`src/rtl/kss_pkg.sv`:
```
`timescale 1ns / 1ps
// shared constants for the scalar kalman smoother
// no dependencies; imported by the divider, multiplier and top level

package kss_pkg;

   // fixed-point widths
   localparam int unsigned DATA_W  = 32;  // q16.16 values
   localparam int unsigned GAIN_W  = 17;  // q1.16 gain, one included
   localparam int unsigned DEN_W   = 33;  // r + p, one bit of growth
   localparam int unsigned MCAND_W = 33;  // signed multiplicand
   localparam int unsigned ACC_W   = 34;  // upper part of a serial product
   localparam int unsigned CNT_W   = 5;   // step counter of the serial units

   // index of the last serial step: one step per gain bit
   localparam logic [CNT_W-1:0] LAST_STEP = CNT_W'(GAIN_W - 1);

   // gain of one in q1.16
   localparam logic [GAIN_W-1:0] ONE_Q16 = 17'h10000;

   // register map
   localparam int unsigned CSR_IDX_W = 2;
   localparam logic [CSR_IDX_W-1:0] CSR_PROCESS_NOISE      = 2'd0;
   localparam logic [CSR_IDX_W-1:0] CSR_MEASUREMENT_NOISE  = 2'd1;
   localparam logic [CSR_IDX_W-1:0] CSR_INITIAL_COVARIANCE = 2'd2;

   // register reset values
   localparam logic [DATA_W-1:0] PROCESS_NOISE_RST      = 32'd655;
   localparam logic [DATA_W-1:0] MEASUREMENT_NOISE_RST  = 32'd65536;
   localparam logic [DATA_W-1:0] INITIAL_COVARIANCE_RST = 32'd65536;

   // saturation limits of the estimate
   localparam logic [DATA_W-1:0] EST_MAX = 32'h7fff_ffff;
   localparam logic [DATA_W-1:0] EST_MIN = 32'h8000_0000;

endpackage

```
`src/rtl/kss_div.sv`:
```
`timescale 1ns / 1ps
// bit-serial restoring divider for the kalman gain: floor(p * 65536 / den)
// uses kss_pkg; one quotient bit per cycle

module kss_div
   import kss_pkg::*;
(
   input  logic                clock,
   input  logic                reset,
   input  logic                start,
   input  logic [DATA_W-1:0]   numer,
   input  logic [DEN_W-1:0]    denom,
   output logic                done,
   output logic [GAIN_W-1:0]   quotient
);

   logic [ACC_W-1:0]   rem_ff, rem_in;
   logic [DEN_W-1:0]   den_ff, den_in;
   logic [GAIN_W-1:0]  quo_ff, quo_in;
   logic [CNT_W-1:0]   cnt_ff, cnt_in;
   logic               busy_ff, busy_in;
   logic               done_ff, done_in;

   logic [ACC_W:0]     trial;
   logic               qbit;
   logic [ACC_W-1:0]   rem_keep;

   // one trial subtraction per step
   always_comb begin
      trial    = {1'b0, rem_ff} - {2'b00, den_ff};
      qbit     = ~trial[ACC_W];
      rem_keep = qbit ? trial[ACC_W-1:0] : rem_ff;
   end

   // step sequencing
   always_comb begin
      rem_in  = rem_ff;
      den_in  = den_ff;
      quo_in  = quo_ff;
      cnt_in  = cnt_ff;
      busy_in = busy_ff;
      done_in = 1'b0;
      if (start) begin
         rem_in  = {2'b00, numer};
         den_in  = denom;
         quo_in  = '0;
         cnt_in  = '0;
         busy_in = 1'b1;
      end else if (busy_ff) begin
         rem_in = {rem_keep[ACC_W-2:0], 1'b0};
         quo_in = {quo_ff[GAIN_W-2:0], qbit};
         if (cnt_ff == LAST_STEP) begin
            busy_in = 1'b0;
            done_in = 1'b1;
         end else begin
            cnt_in = cnt_ff + 1'b1;
         end
      end
   end

   // control registers
   always_ff @(posedge clock) begin
      if (reset) begin
         busy_ff <= 1'b0;
         done_ff <= 1'b0;
         cnt_ff  <= '0;
      end else begin
         busy_ff <= busy_in;
         done_ff <= done_in;
         cnt_ff  <= cnt_in;
      end
   end

   // datapath registers
   always_ff @(posedge clock) begin
      rem_ff <= rem_in;
      den_ff <= den_in;
      quo_ff <= quo_in;
   end

   assign done     = done_ff;
   assign quotient = quo_ff;

endmodule

```
`src/rtl/kss_mul.sv`:
```
`timescale 1ns / 1ps
// bit-serial shift-add multiplier: signed 33-bit times unsigned 17-bit
// uses kss_pkg; one multiplier bit per cycle

module kss_mul
   import kss_pkg::*;
(
   input  logic                      clock,
   input  logic                      reset,
   input  logic                      start,
   input  logic [MCAND_W-1:0]        mcand,
   input  logic [GAIN_W-1:0]         mplier,
   output logic                      done,
   output logic [ACC_W+GAIN_W-1:0]   product
);

   logic [MCAND_W-1:0]  mcand_ff, mcand_in;
   logic [ACC_W-1:0]    hi_ff, hi_in;
   logic [GAIN_W-1:0]   lo_ff, lo_in;
   logic [CNT_W-1:0]    cnt_ff, cnt_in;
   logic                busy_ff, busy_in;
   logic                done_ff, done_in;

   logic [ACC_W:0]      addend;
   logic [ACC_W:0]      sum;

   // add the multiplicand when the low multiplier bit is set, then shift right
   always_comb begin
      addend = lo_ff[0] ? {{(ACC_W+1-MCAND_W){mcand_ff[MCAND_W-1]}}, mcand_ff} : '0;
      sum    = {hi_ff[ACC_W-1], hi_ff} + addend;
   end

   // step sequencing
   always_comb begin
      mcand_in = mcand_ff;
      hi_in    = hi_ff;
      lo_in    = lo_ff;
      cnt_in   = cnt_ff;
      busy_in  = busy_ff;
      done_in  = 1'b0;
      if (start) begin
         mcand_in = mcand;
         hi_in    = '0;
         lo_in    = mplier;
         cnt_in   = '0;
         busy_in  = 1'b1;
      end else if (busy_ff) begin
         hi_in = sum[ACC_W:1];
         lo_in = {sum[0], lo_ff[GAIN_W-1:1]};
         if (cnt_ff == LAST_STEP) begin
            busy_in = 1'b0;
            done_in = 1'b1;
         end else begin
            cnt_in = cnt_ff + 1'b1;
         end
      end
   end

   // control registers
   always_ff @(posedge clock) begin
      if (reset) begin
         busy_ff <= 1'b0;
         done_ff <= 1'b0;
         cnt_ff  <= '0;
      end else begin
         busy_ff <= busy_in;
         done_ff <= done_in;
         cnt_ff  <= cnt_in;
      end
   end

   // datapath registers
   always_ff @(posedge clock) begin
      mcand_ff <= mcand_in;
      hi_ff    <= hi_in;
      lo_ff    <= lo_in;
   end

   assign done    = done_ff;
   assign product = {hi_ff, lo_ff};

endmodule

```
`src/rtl/scalar_kalman_smoother_top.sv`:
```
`timescale 1ns / 1ps
// Scalar Kalman smoother: one measurement in, one estimate and gain out.
// Each sample passes from its transfer to its result through prediction, a
// bit-serial divider for the gain, a step to take the gain and one to start
// the multipliers, then two bit-serial multipliers running side by side for
// the estimate and the covariance, a step to see them finish, and a step of
// rounding and saturation. A new sample is taken the cycle after the result
// is registered, even while that result is still stalled; a further result
// waits until the output register is free. Configuration writes are always
// ready; writing initial_covariance also reloads the running covariance.
// Uses kss_pkg, kss_div and kss_mul.

module scalar_kalman_smoother_top
   import kss_pkg::*;
(
   input  logic                   clock,
   input  logic                   reset,
   // sample channel
   input  logic                   req_valid,
   output logic                   req_stall,
   input  logic [DATA_W-1:0]      req_sample,
   input  logic                   req_restart,
   // result channel
   output logic                   rsp_valid,
   input  logic                   rsp_stall,
   output logic [DATA_W-1:0]      rsp_estimate,
   output logic [GAIN_W-1:0]      rsp_kalman_gain,
   // register writes
   input  logic                   csr_valid,
   output logic                   csr_ready,
   input  logic [CSR_IDX_W-1:0]   csr_index,
   input  logic [DATA_W-1:0]      csr_data
);

   // sequencer states
   localparam logic [2:0] ST_IDLE = 3'd0;
   localparam logic [2:0] ST_PRED = 3'd1;
   localparam logic [2:0] ST_DIV  = 3'd2;
   localparam logic [2:0] ST_MST  = 3'd3;
   localparam logic [2:0] ST_MUL  = 3'd4;
   localparam logic [2:0] ST_FIN  = 3'd5;

   localparam int unsigned PROD_W = ACC_W + GAIN_W;
   localparam int unsigned DLT_W  = PROD_W - 16;
   localparam int unsigned EST_W  = DLT_W + 1;

   logic [2:0]           state_ff, state_in;
   logic [DATA_W-1:0]    q_ff, r_ff;
   logic [DATA_W-1:0]    x_ff, x_in;
   logic [DATA_W-1:0]    cov_ff, cov_in;
   logic                 seeded_ff, seeded_in;
   logic [DATA_W-1:0]    z_ff;
   logic [DATA_W-1:0]    p_ff;
   logic                 dzero_ff;
   logic [GAIN_W-1:0]    gain_ff;
   logic                 rsp_valid_ff, rsp_valid_in;
   logic [DATA_W-1:0]    rsp_est_ff;
   logic [GAIN_W-1:0]    rsp_gain_ff;

   logic                 req_xfer, rsp_xfer, csr_xfer, out_free;
   logic [DATA_W:0]      p_sum;
   logic [DATA_W-1:0]    p_sat;
   logic [DEN_W-1:0]     den;
   logic                 div_start, div_done;
   logic [GAIN_W-1:0]    div_quo;
   logic                 mul_start, mul_est_done, mul_cov_done;
   logic [MCAND_W-1:0]   diff;
   logic [GAIN_W-1:0]    one_minus_gain;
   logic [PROD_W-1:0]    prod_est, prod_cov;
   logic [DLT_W-1:0]     delta;
   logic [EST_W-1:0]     est_sum;
   logic [DATA_W-1:0]    est_sat;
   logic [DEN_W-1:0]     cov_full;
   logic [DATA_W-1:0]    cov_new;

   // handshakes
   assign req_xfer  = req_valid && !req_stall;
   assign rsp_xfer  = rsp_valid_ff && !rsp_stall;
   assign csr_xfer  = csr_valid && csr_ready;
   assign csr_ready = 1'b1;
   assign req_stall = (state_ff != ST_IDLE);
   assign out_free  = !rsp_valid_ff || !rsp_stall;

   // prediction: p + q saturated, denominator r + p
   always_comb begin
      p_sum = {1'b0, cov_ff} + {1'b0, q_ff};
      p_sat = p_sum[DATA_W] ? '1 : p_sum[DATA_W-1:0];
      den   = {1'b0, r_ff} + {1'b0, p_sat};
   end

   // gain division
   assign div_start = (state_ff == ST_PRED);

   kss_div u_div (
      .clock    (clock),
      .reset    (reset),
      .start    (div_start),
      .numer    (p_sat),
      .denom    (den),
      .done     (div_done),
      .quotient (div_quo)
   );

   // innovation and the complement of the gain
   always_comb begin
      diff           = {z_ff[DATA_W-1], z_ff} - {x_ff[DATA_W-1], x_ff};
      one_minus_gain = ONE_Q16 - gain_ff;
   end

   assign mul_start = (state_ff == ST_MST);

   kss_mul u_mul_est (
      .clock   (clock),
      .reset   (reset),
      .start   (mul_start),
      .mcand   (diff),
      .mplier  (gain_ff),
      .done    (mul_est_done),
      .product (prod_est)
   );

   kss_mul u_mul_cov (
      .clock   (clock),
      .reset   (reset),
      .start   (mul_start),
      .mcand   ({1'b0, p_ff}),
      .mplier  (one_minus_gain),
      .done    (mul_cov_done),
      .product (prod_cov)
   );

   // round the estimate and the covariance to nearest, halves up, then saturate the estimate
   always_comb begin
      delta    = prod_est[PROD_W-1:16] + {{(DLT_W-1){1'b0}}, prod_est[15]};
      est_sum  = {{(EST_W-DATA_W){x_ff[DATA_W-1]}}, x_ff} + {delta[DLT_W-1], delta};
      if (!est_sum[EST_W-1] && (est_sum[EST_W-2:DATA_W-1] != '0)) begin
         est_sat = EST_MAX;
      end else if (est_sum[EST_W-1] && (est_sum[EST_W-2:DATA_W-1] != '1)) begin
         est_sat = EST_MIN;
      end else begin
         est_sat = est_sum[DATA_W-1:0];
      end
      cov_full = prod_cov[DEN_W+15:16] + {{(DEN_W-1){1'b0}}, prod_cov[15]};
      cov_new  = cov_full[DATA_W-1:0];
   end

   // sequencer
   always_comb begin
      state_in = state_ff;
      unique case (state_ff)
         ST_IDLE: if (req_xfer) state_in = ST_PRED;
         ST_PRED: state_in = ST_DIV;
         ST_DIV:  if (div_done) state_in = ST_MST;
         ST_MST:  state_in = ST_MUL;
         ST_MUL:  if (mul_est_done) state_in = ST_FIN;
         ST_FIN:  if (out_free) state_in = ST_IDLE;
         default: state_in = ST_IDLE;
      endcase
   end

   // filter state updates
   always_comb begin
      x_in         = x_ff;
      cov_in       = cov_ff;
      seeded_in    = seeded_ff;
      rsp_valid_in = rsp_valid_ff && !rsp_xfer;
      if (req_xfer) begin
         seeded_in = 1'b1;
         if (!seeded_ff || req_restart) begin
            x_in = req_sample;
         end
      end
      if ((state_ff == ST_FIN) && out_free) begin
         x_in         = est_sat;
         cov_in       = cov_new;
         rsp_valid_in = 1'b1;
      end
      if (csr_xfer && (csr_index == CSR_INITIAL_COVARIANCE)) begin
         cov_in = csr_data;
      end
   end

   // control and state registers
   always_ff @(posedge clock) begin
      if (reset) begin
         state_ff     <= ST_IDLE;
         q_ff         <= PROCESS_NOISE_RST;
         r_ff         <= MEASUREMENT_NOISE_RST;
         x_ff         <= '0;
         cov_ff       <= INITIAL_COVARIANCE_RST;
         seeded_ff    <= 1'b0;
         rsp_valid_ff <= 1'b0;
      end else begin
         state_ff     <= state_in;
         x_ff         <= x_in;
         cov_ff       <= cov_in;
         seeded_ff    <= seeded_in;
         rsp_valid_ff <= rsp_valid_in;
         // initial covariance loads straight into the running covariance
         if (csr_xfer) begin
            unique case (csr_index)
               CSR_PROCESS_NOISE:     q_ff <= csr_data;
               CSR_MEASUREMENT_NOISE: r_ff <= csr_data;
               default: ;
            endcase
         end
      end
   end

   // working registers of one sample
   always_ff @(posedge clock) begin
      if (req_xfer) begin
         z_ff <= req_sample;
      end
      if (state_ff == ST_PRED) begin
         p_ff     <= p_sat;
         dzero_ff <= (den == '0);
      end
      if ((state_ff == ST_DIV) && div_done) begin
         gain_ff <= dzero_ff ? '0 : div_quo;
      end
      if ((state_ff == ST_FIN) && out_free) begin
         rsp_est_ff  <= est_sat;
         rsp_gain_ff <= gain_ff;
      end
   end

   assign rsp_valid       = rsp_valid_ff;
   assign rsp_estimate    = rsp_est_ff;
   assign rsp_kalman_gain = rsp_gain_ff;

   // the gain never exceeds one
   a_gain_range: assert property (@(posedge clock) disable iff (reset)
      rsp_valid_ff |-> (rsp_gain_ff <= ONE_Q16))
      else $error("gain above one");

   // the updated covariance never exceeds the predicted one
   a_cov_bound: assert property (@(posedge clock) disable iff (reset)
      (state_ff == ST_FIN) |-> (cov_full <= {1'b0, p_ff}))
      else $error("covariance grew in update");

   // a new result only appears after the final step
   a_rsp_origin: assert property (@(posedge clock) disable iff (reset)
      $rose(rsp_valid_ff) |-> ($past(state_ff) == ST_FIN))
      else $error("result without final step");

   // the divider finishes only while the sequencer waits for it
   a_div_done: assert property (@(posedge clock) disable iff (reset)
      div_done |-> (state_ff == ST_DIV))
      else $error("divider done out of step");

   // both multipliers finish together, while the sequencer waits for them
   a_mul_done: assert property (@(posedge clock) disable iff (reset)
      (mul_est_done || mul_cov_done) |-> (mul_est_done && mul_cov_done &&
                                          (state_ff == ST_MUL)))
      else $error("multipliers out of step");

endmodule
```
`config.mk`:
```
export PLATFORM = sky130hd
export DESIGN_NAME = scalar_kalman_smoother_top
export DESIGN_NICKNAME = d
export VERILOG_FILES = /design/src/rtl/kss_pkg.sv /design/src/rtl/kss_div.sv /design/src/rtl/kss_mul.sv /design/src/rtl/scalar_kalman_smoother_top.sv
export SDC_FILE = /design/constraint.sdc
export NUM_CORES = 1
export LEC_CHECK = 0
export BUFFER_PORTS_ARGS = -buffer_cell sky130_fd_sc_hd__buf_2
export CORE_ASPECT_RATIO = 0.75
export CORE_MARGIN = 4
export CORE_UTILIZATION = 55
export DETAILED_ROUTE_END_ITERATION = 7
export PLACE_DENSITY = 0.77
export SLEW_MARGIN = 15
export SYNTH_ARGS = -nofsm -noshare
export SYNTH_HDL_FRONTEND = slang
export SYNTH_SLANG_ARGS = --single-unit
```
`constraint.sdc`:
```
create_clock -name clock -period 7.45 [get_ports clock]
set_input_delay 1.1175 -clock clock [delete_from_list [all_inputs] [get_ports clock]]
set_output_delay 1.1175 -clock clock [all_outputs]
set_load 0.005 [all_outputs]
```
==> impl_results.md <==
* Clock root cell: clkbuf_16
* Worst Hold Class: reg2reg
* DR vias/cell at roughly 6
* Library cells used by synthesis at 86
* Switching power at 3839 uW
* Internal power at 6616 uW
* Post-synth EDFFs at roughly 300
* Setup CP Type: reg2reg
* Cell count after synthesis at 3539
* WL final at between 80 and 90 mm
* Die Span Y at between 200 and 250 um
* Max-slew violations at 0
* Arrival @ worst endpoint at 7.35 ns
* Yosys top cell by area: edfxtp_1
* Initial DRC Count at 2704
* Fillers at approximately 4800
* RSZ-0062 raised after global routing: no
* Seq pwr share at 0.382
* Total negative setup slack at 0 ns
* Clk buf depth at 3
* Commonest cells after routing, fill and taps aside: 421 x nand2_1, 347 x nor2_1, 295 x edfxtp_1
* Area fraction of the dominant cell type after synthesis at 0.2725
* GPL Wtd Cong at about 0.95
* CORE AREA at roughly 58000 sq um
* Number of I/O port buffers at 122
* DRC violations left at 0
* Synthesized flop and latch total at 535
* Crit path launch type: register
* Syn-to-layout area delta at 9.857%
* Leakage power figure at roughly 0.015 uW
* # diodes at 0
* Clk sinks at around 540
* Rel. slew slack at 0.2246
* Endpoints failing setup at 0
* Die Wd at just under 300 um
* CTS tree: built
* Dominant synthesized flop cell: edfxtp_1
* Synth area leaders: edfxtp_1 27%, dfxtp_1 15%, ha_1 9.3%, nand2_1 4.9%, xnor2_1 4.6%
* Max-cap check violation count at 0
* Fmax at 0.1449 GHz
* Synth warn at 0
* Num rows at 76
* DIE AREA at between 60000 and 70000 sq um
* Vias at approximately 27000
* CTS Hold Bufs at 0
* Sw Ratio at 0.3672
* Wire length per cell at approximately 19 um
* Hold violation count in the final report at 0
* Clk network pwr share at 0.264
* Tcrit/Tclk final at 0.9265
* Gr ovfl total at 0
* Largest net degree at the start of global routing at a little under 90
* CP Capture Type: register
* Comb power frac at 0.354
* Critical path fanouts, max at 22
* First-pass GRT wire length at 133.6 mm
* 1st-pass router iterations at 5
* GRT Resource Usage Total at 0.2622
* Status: finished clean
* HPWL after detailed placement at around 60 mm
* Avg Cell Area, Syn at 9.185 sq um
* Layout cells sized above 1 at 0.07781
* Pre-CTS WS at between 0.4 and 0.5 ns
* Later-pin clock latency in the skew report at between 0.6 and 0.7 ns
* TritonCTS Buffers at 54
* Worst Path Required at 7.90 ns
* Nets@finish at 3938
* Sequential area share after synthesis at 0.4203
* Async S/R FF share, synth at 0
* Synthesized area at about 33000 sq um
* H-tree levels at 2
* # IOs at about 120
* Fin Clk Skew at 0.02106 ns
* Syn nets at 3859
* PwrDens at 292.7 nW/um^2
* ANT nets after route at 0
* Vias in the first global route at between 20000 and 25000
* Initial core utilization at 0.5613
* Post-route setup slack at roughly 0.55 ns
* Clk slew on worst S/H paths at 0.07 ns
* Initial antenna violation count at 2
* Worst VDD drop at ~0.19 mV
* Most common cell after layout, fill and taps aside: nand2_1
* Worst-margin pin slew at ~1.2 ns
* Min Tclk post-route at just under 7 ns
-- registers in the layout, indices dropped and copies added, names as in the netlist, 33 cells and up --
name / flops
u_mul_cov.hi_ff: 34
u_div.den_ff: 33
u_div.rem_ff: 34
u_mul_est.mcand_ff: 33
u_mul_est.hi_ff: 34
-- worst max-delay path, stage by stage (launching register included) --
cell      delay, ns
dfxtp_1        0.31
ha_1           0.24
fa_1           0.42
a21oi_1        0.24
o21ai_1        0.11
a31oi_1        0.32
o21ai_1        0.18
a211o_1        0.34
a21oi_2        0.22
o211ai_1       0.27
a211oi_4       0.34
buf_12         0.16
buf_4          0.25
nand2_1        0.14
ha_1           0.37
o21a_1         0.13
o211ai_1       0.24
nor2_1         0.09
a211oi_1       0.29
o21ai_2        0.20
a41oi_4        0.35
o21bai_1       0.15
xor2_1         0.17
or4_1          0.56
or4_1          0.43
nor4_2         0.21
-- cells by family after synthesis --
logic type / after synthesis / synth area share
xor+xnor: 267 / 0.07194
other cells: 1 / 0.0001154
compound gates: 887 / 0.1762
flops: 535 / 0.4203
simple gates: 1218 / 0.1740
mux: 80 / 0.02467
fa+ha+maj: 248 / 0.09707
buf+inv: 303 / 0.03568
-- final timing paths --
check	startpoint	endpoint	slack, ns	depth (start not counted)
hold reg to reg	p_ff[26]$_DFFE_PP_	u_mul_cov.mcand_ff[26]$_DFFE_PP_	0.41	0
setup / recovery	q_ff[0]$_SDFFE_PP1P_	dzero_ff$_DFFE_PP_	0.55	25
hold / removal	p_ff[26]$_DFFE_PP_	u_mul_cov.mcand_ff[26]$_DFFE_PP_	0.41	0
setup reg to reg	q_ff[0]$_SDFFE_PP1P_	dzero_ff$_DFFE_PP_	0.55	25
-- synthesized netlist by cell type, types with 12 or more instances --
master and n:
nand2_1 421, nor2_1 349, edfxtp_1 295, a21oi_1 283, ha_1 241, dfxtp_1 240, inv_1 170, xnor2_1 169
o21ai_0 138, clkbuf_1 111, xor2_1 98, a21o_1 90, and2_1 79, mux2i_1 79, a211oi_1 67, nand3_1 63
nor3_1 54, nor2b_1 46, nand2b_1 45, a31oi_1 39, nand4_1 39, and3_1 33, a22oi_1 28, o21a_1 28
o21bai_1 27, o22ai_1 26, o211ai_1 20, nand3b_1 15, or3_1 15, a221o_1 13, buf_2 12, o31ai_1 12
-- area by class of cell --
class / count / area [sq um] / share of cell area
Clock buffer: 74 / 1518 / 0.04250
Clock inverter: 27 / 257.7 / 0.007217
Multi-Input combinational cell: 2701 / 17770 / 0.4977
Sequential cell: 535 / 13670 / 0.3827
Tap cell: 780 / 975.9 / 0.02733
Inverter: 171 / 648.1 / 0.01815
Timing Repair Buffer: 155 / 873.3 / 0.02446
-- timing repair --
action,4_1_cts,5_1_grt
setup endpoints to repair,0,1
gates resized for setup,0,3
buffers inserted,0,1
-- power by group through the flow --
stage                     clock, uW  combinational (uW)  sequential [uW]
after floorplan                   0                2770             3880
after global placement            0                3520             4030
after detailed placement          0                3590             4040
after CTS                      2800                3630             3980
after global routing           2940                4080             4030
final                          2760                3700             4000
-- through the flow --
stage | hold slack (ns) | power [uW] | utilization | instance area [sq um] | std cells
CTS | 0.4165 | 10410 | 0.6160 | 35670 | 4442
global route | 0.4285 | 11050 | 0.6167 | 35710 | 4443
detailed placement | 0.4045 | 7627 | 0.5853 | 33900 | 4341
global placement | 0.4021 | 7556 | 0.5853 | 33900 | 4341
finish | 0.4142 | 10450 | 0.6167 | 35710 | 4443
floorplan | 0.4003 | 6651 | - | 32510 | 3539
-- routing by layer --
| layer | vias up | track usage | part of all wire |
|---|---|---|---|
| li1 | 12893 | - | - |
| met1 | 12660 | 0.4001 | 0.47 |
| met2 | 1010 | 0.3799 | 0.42 |
| met3 | 139 | 0.05203 | 0.085 |
| met4 | 2 | 0.06635 | 0.025 |
| met5 | - | 0 | 0.00013 |
Note: power is estimated with default switching activity, not from simulation.
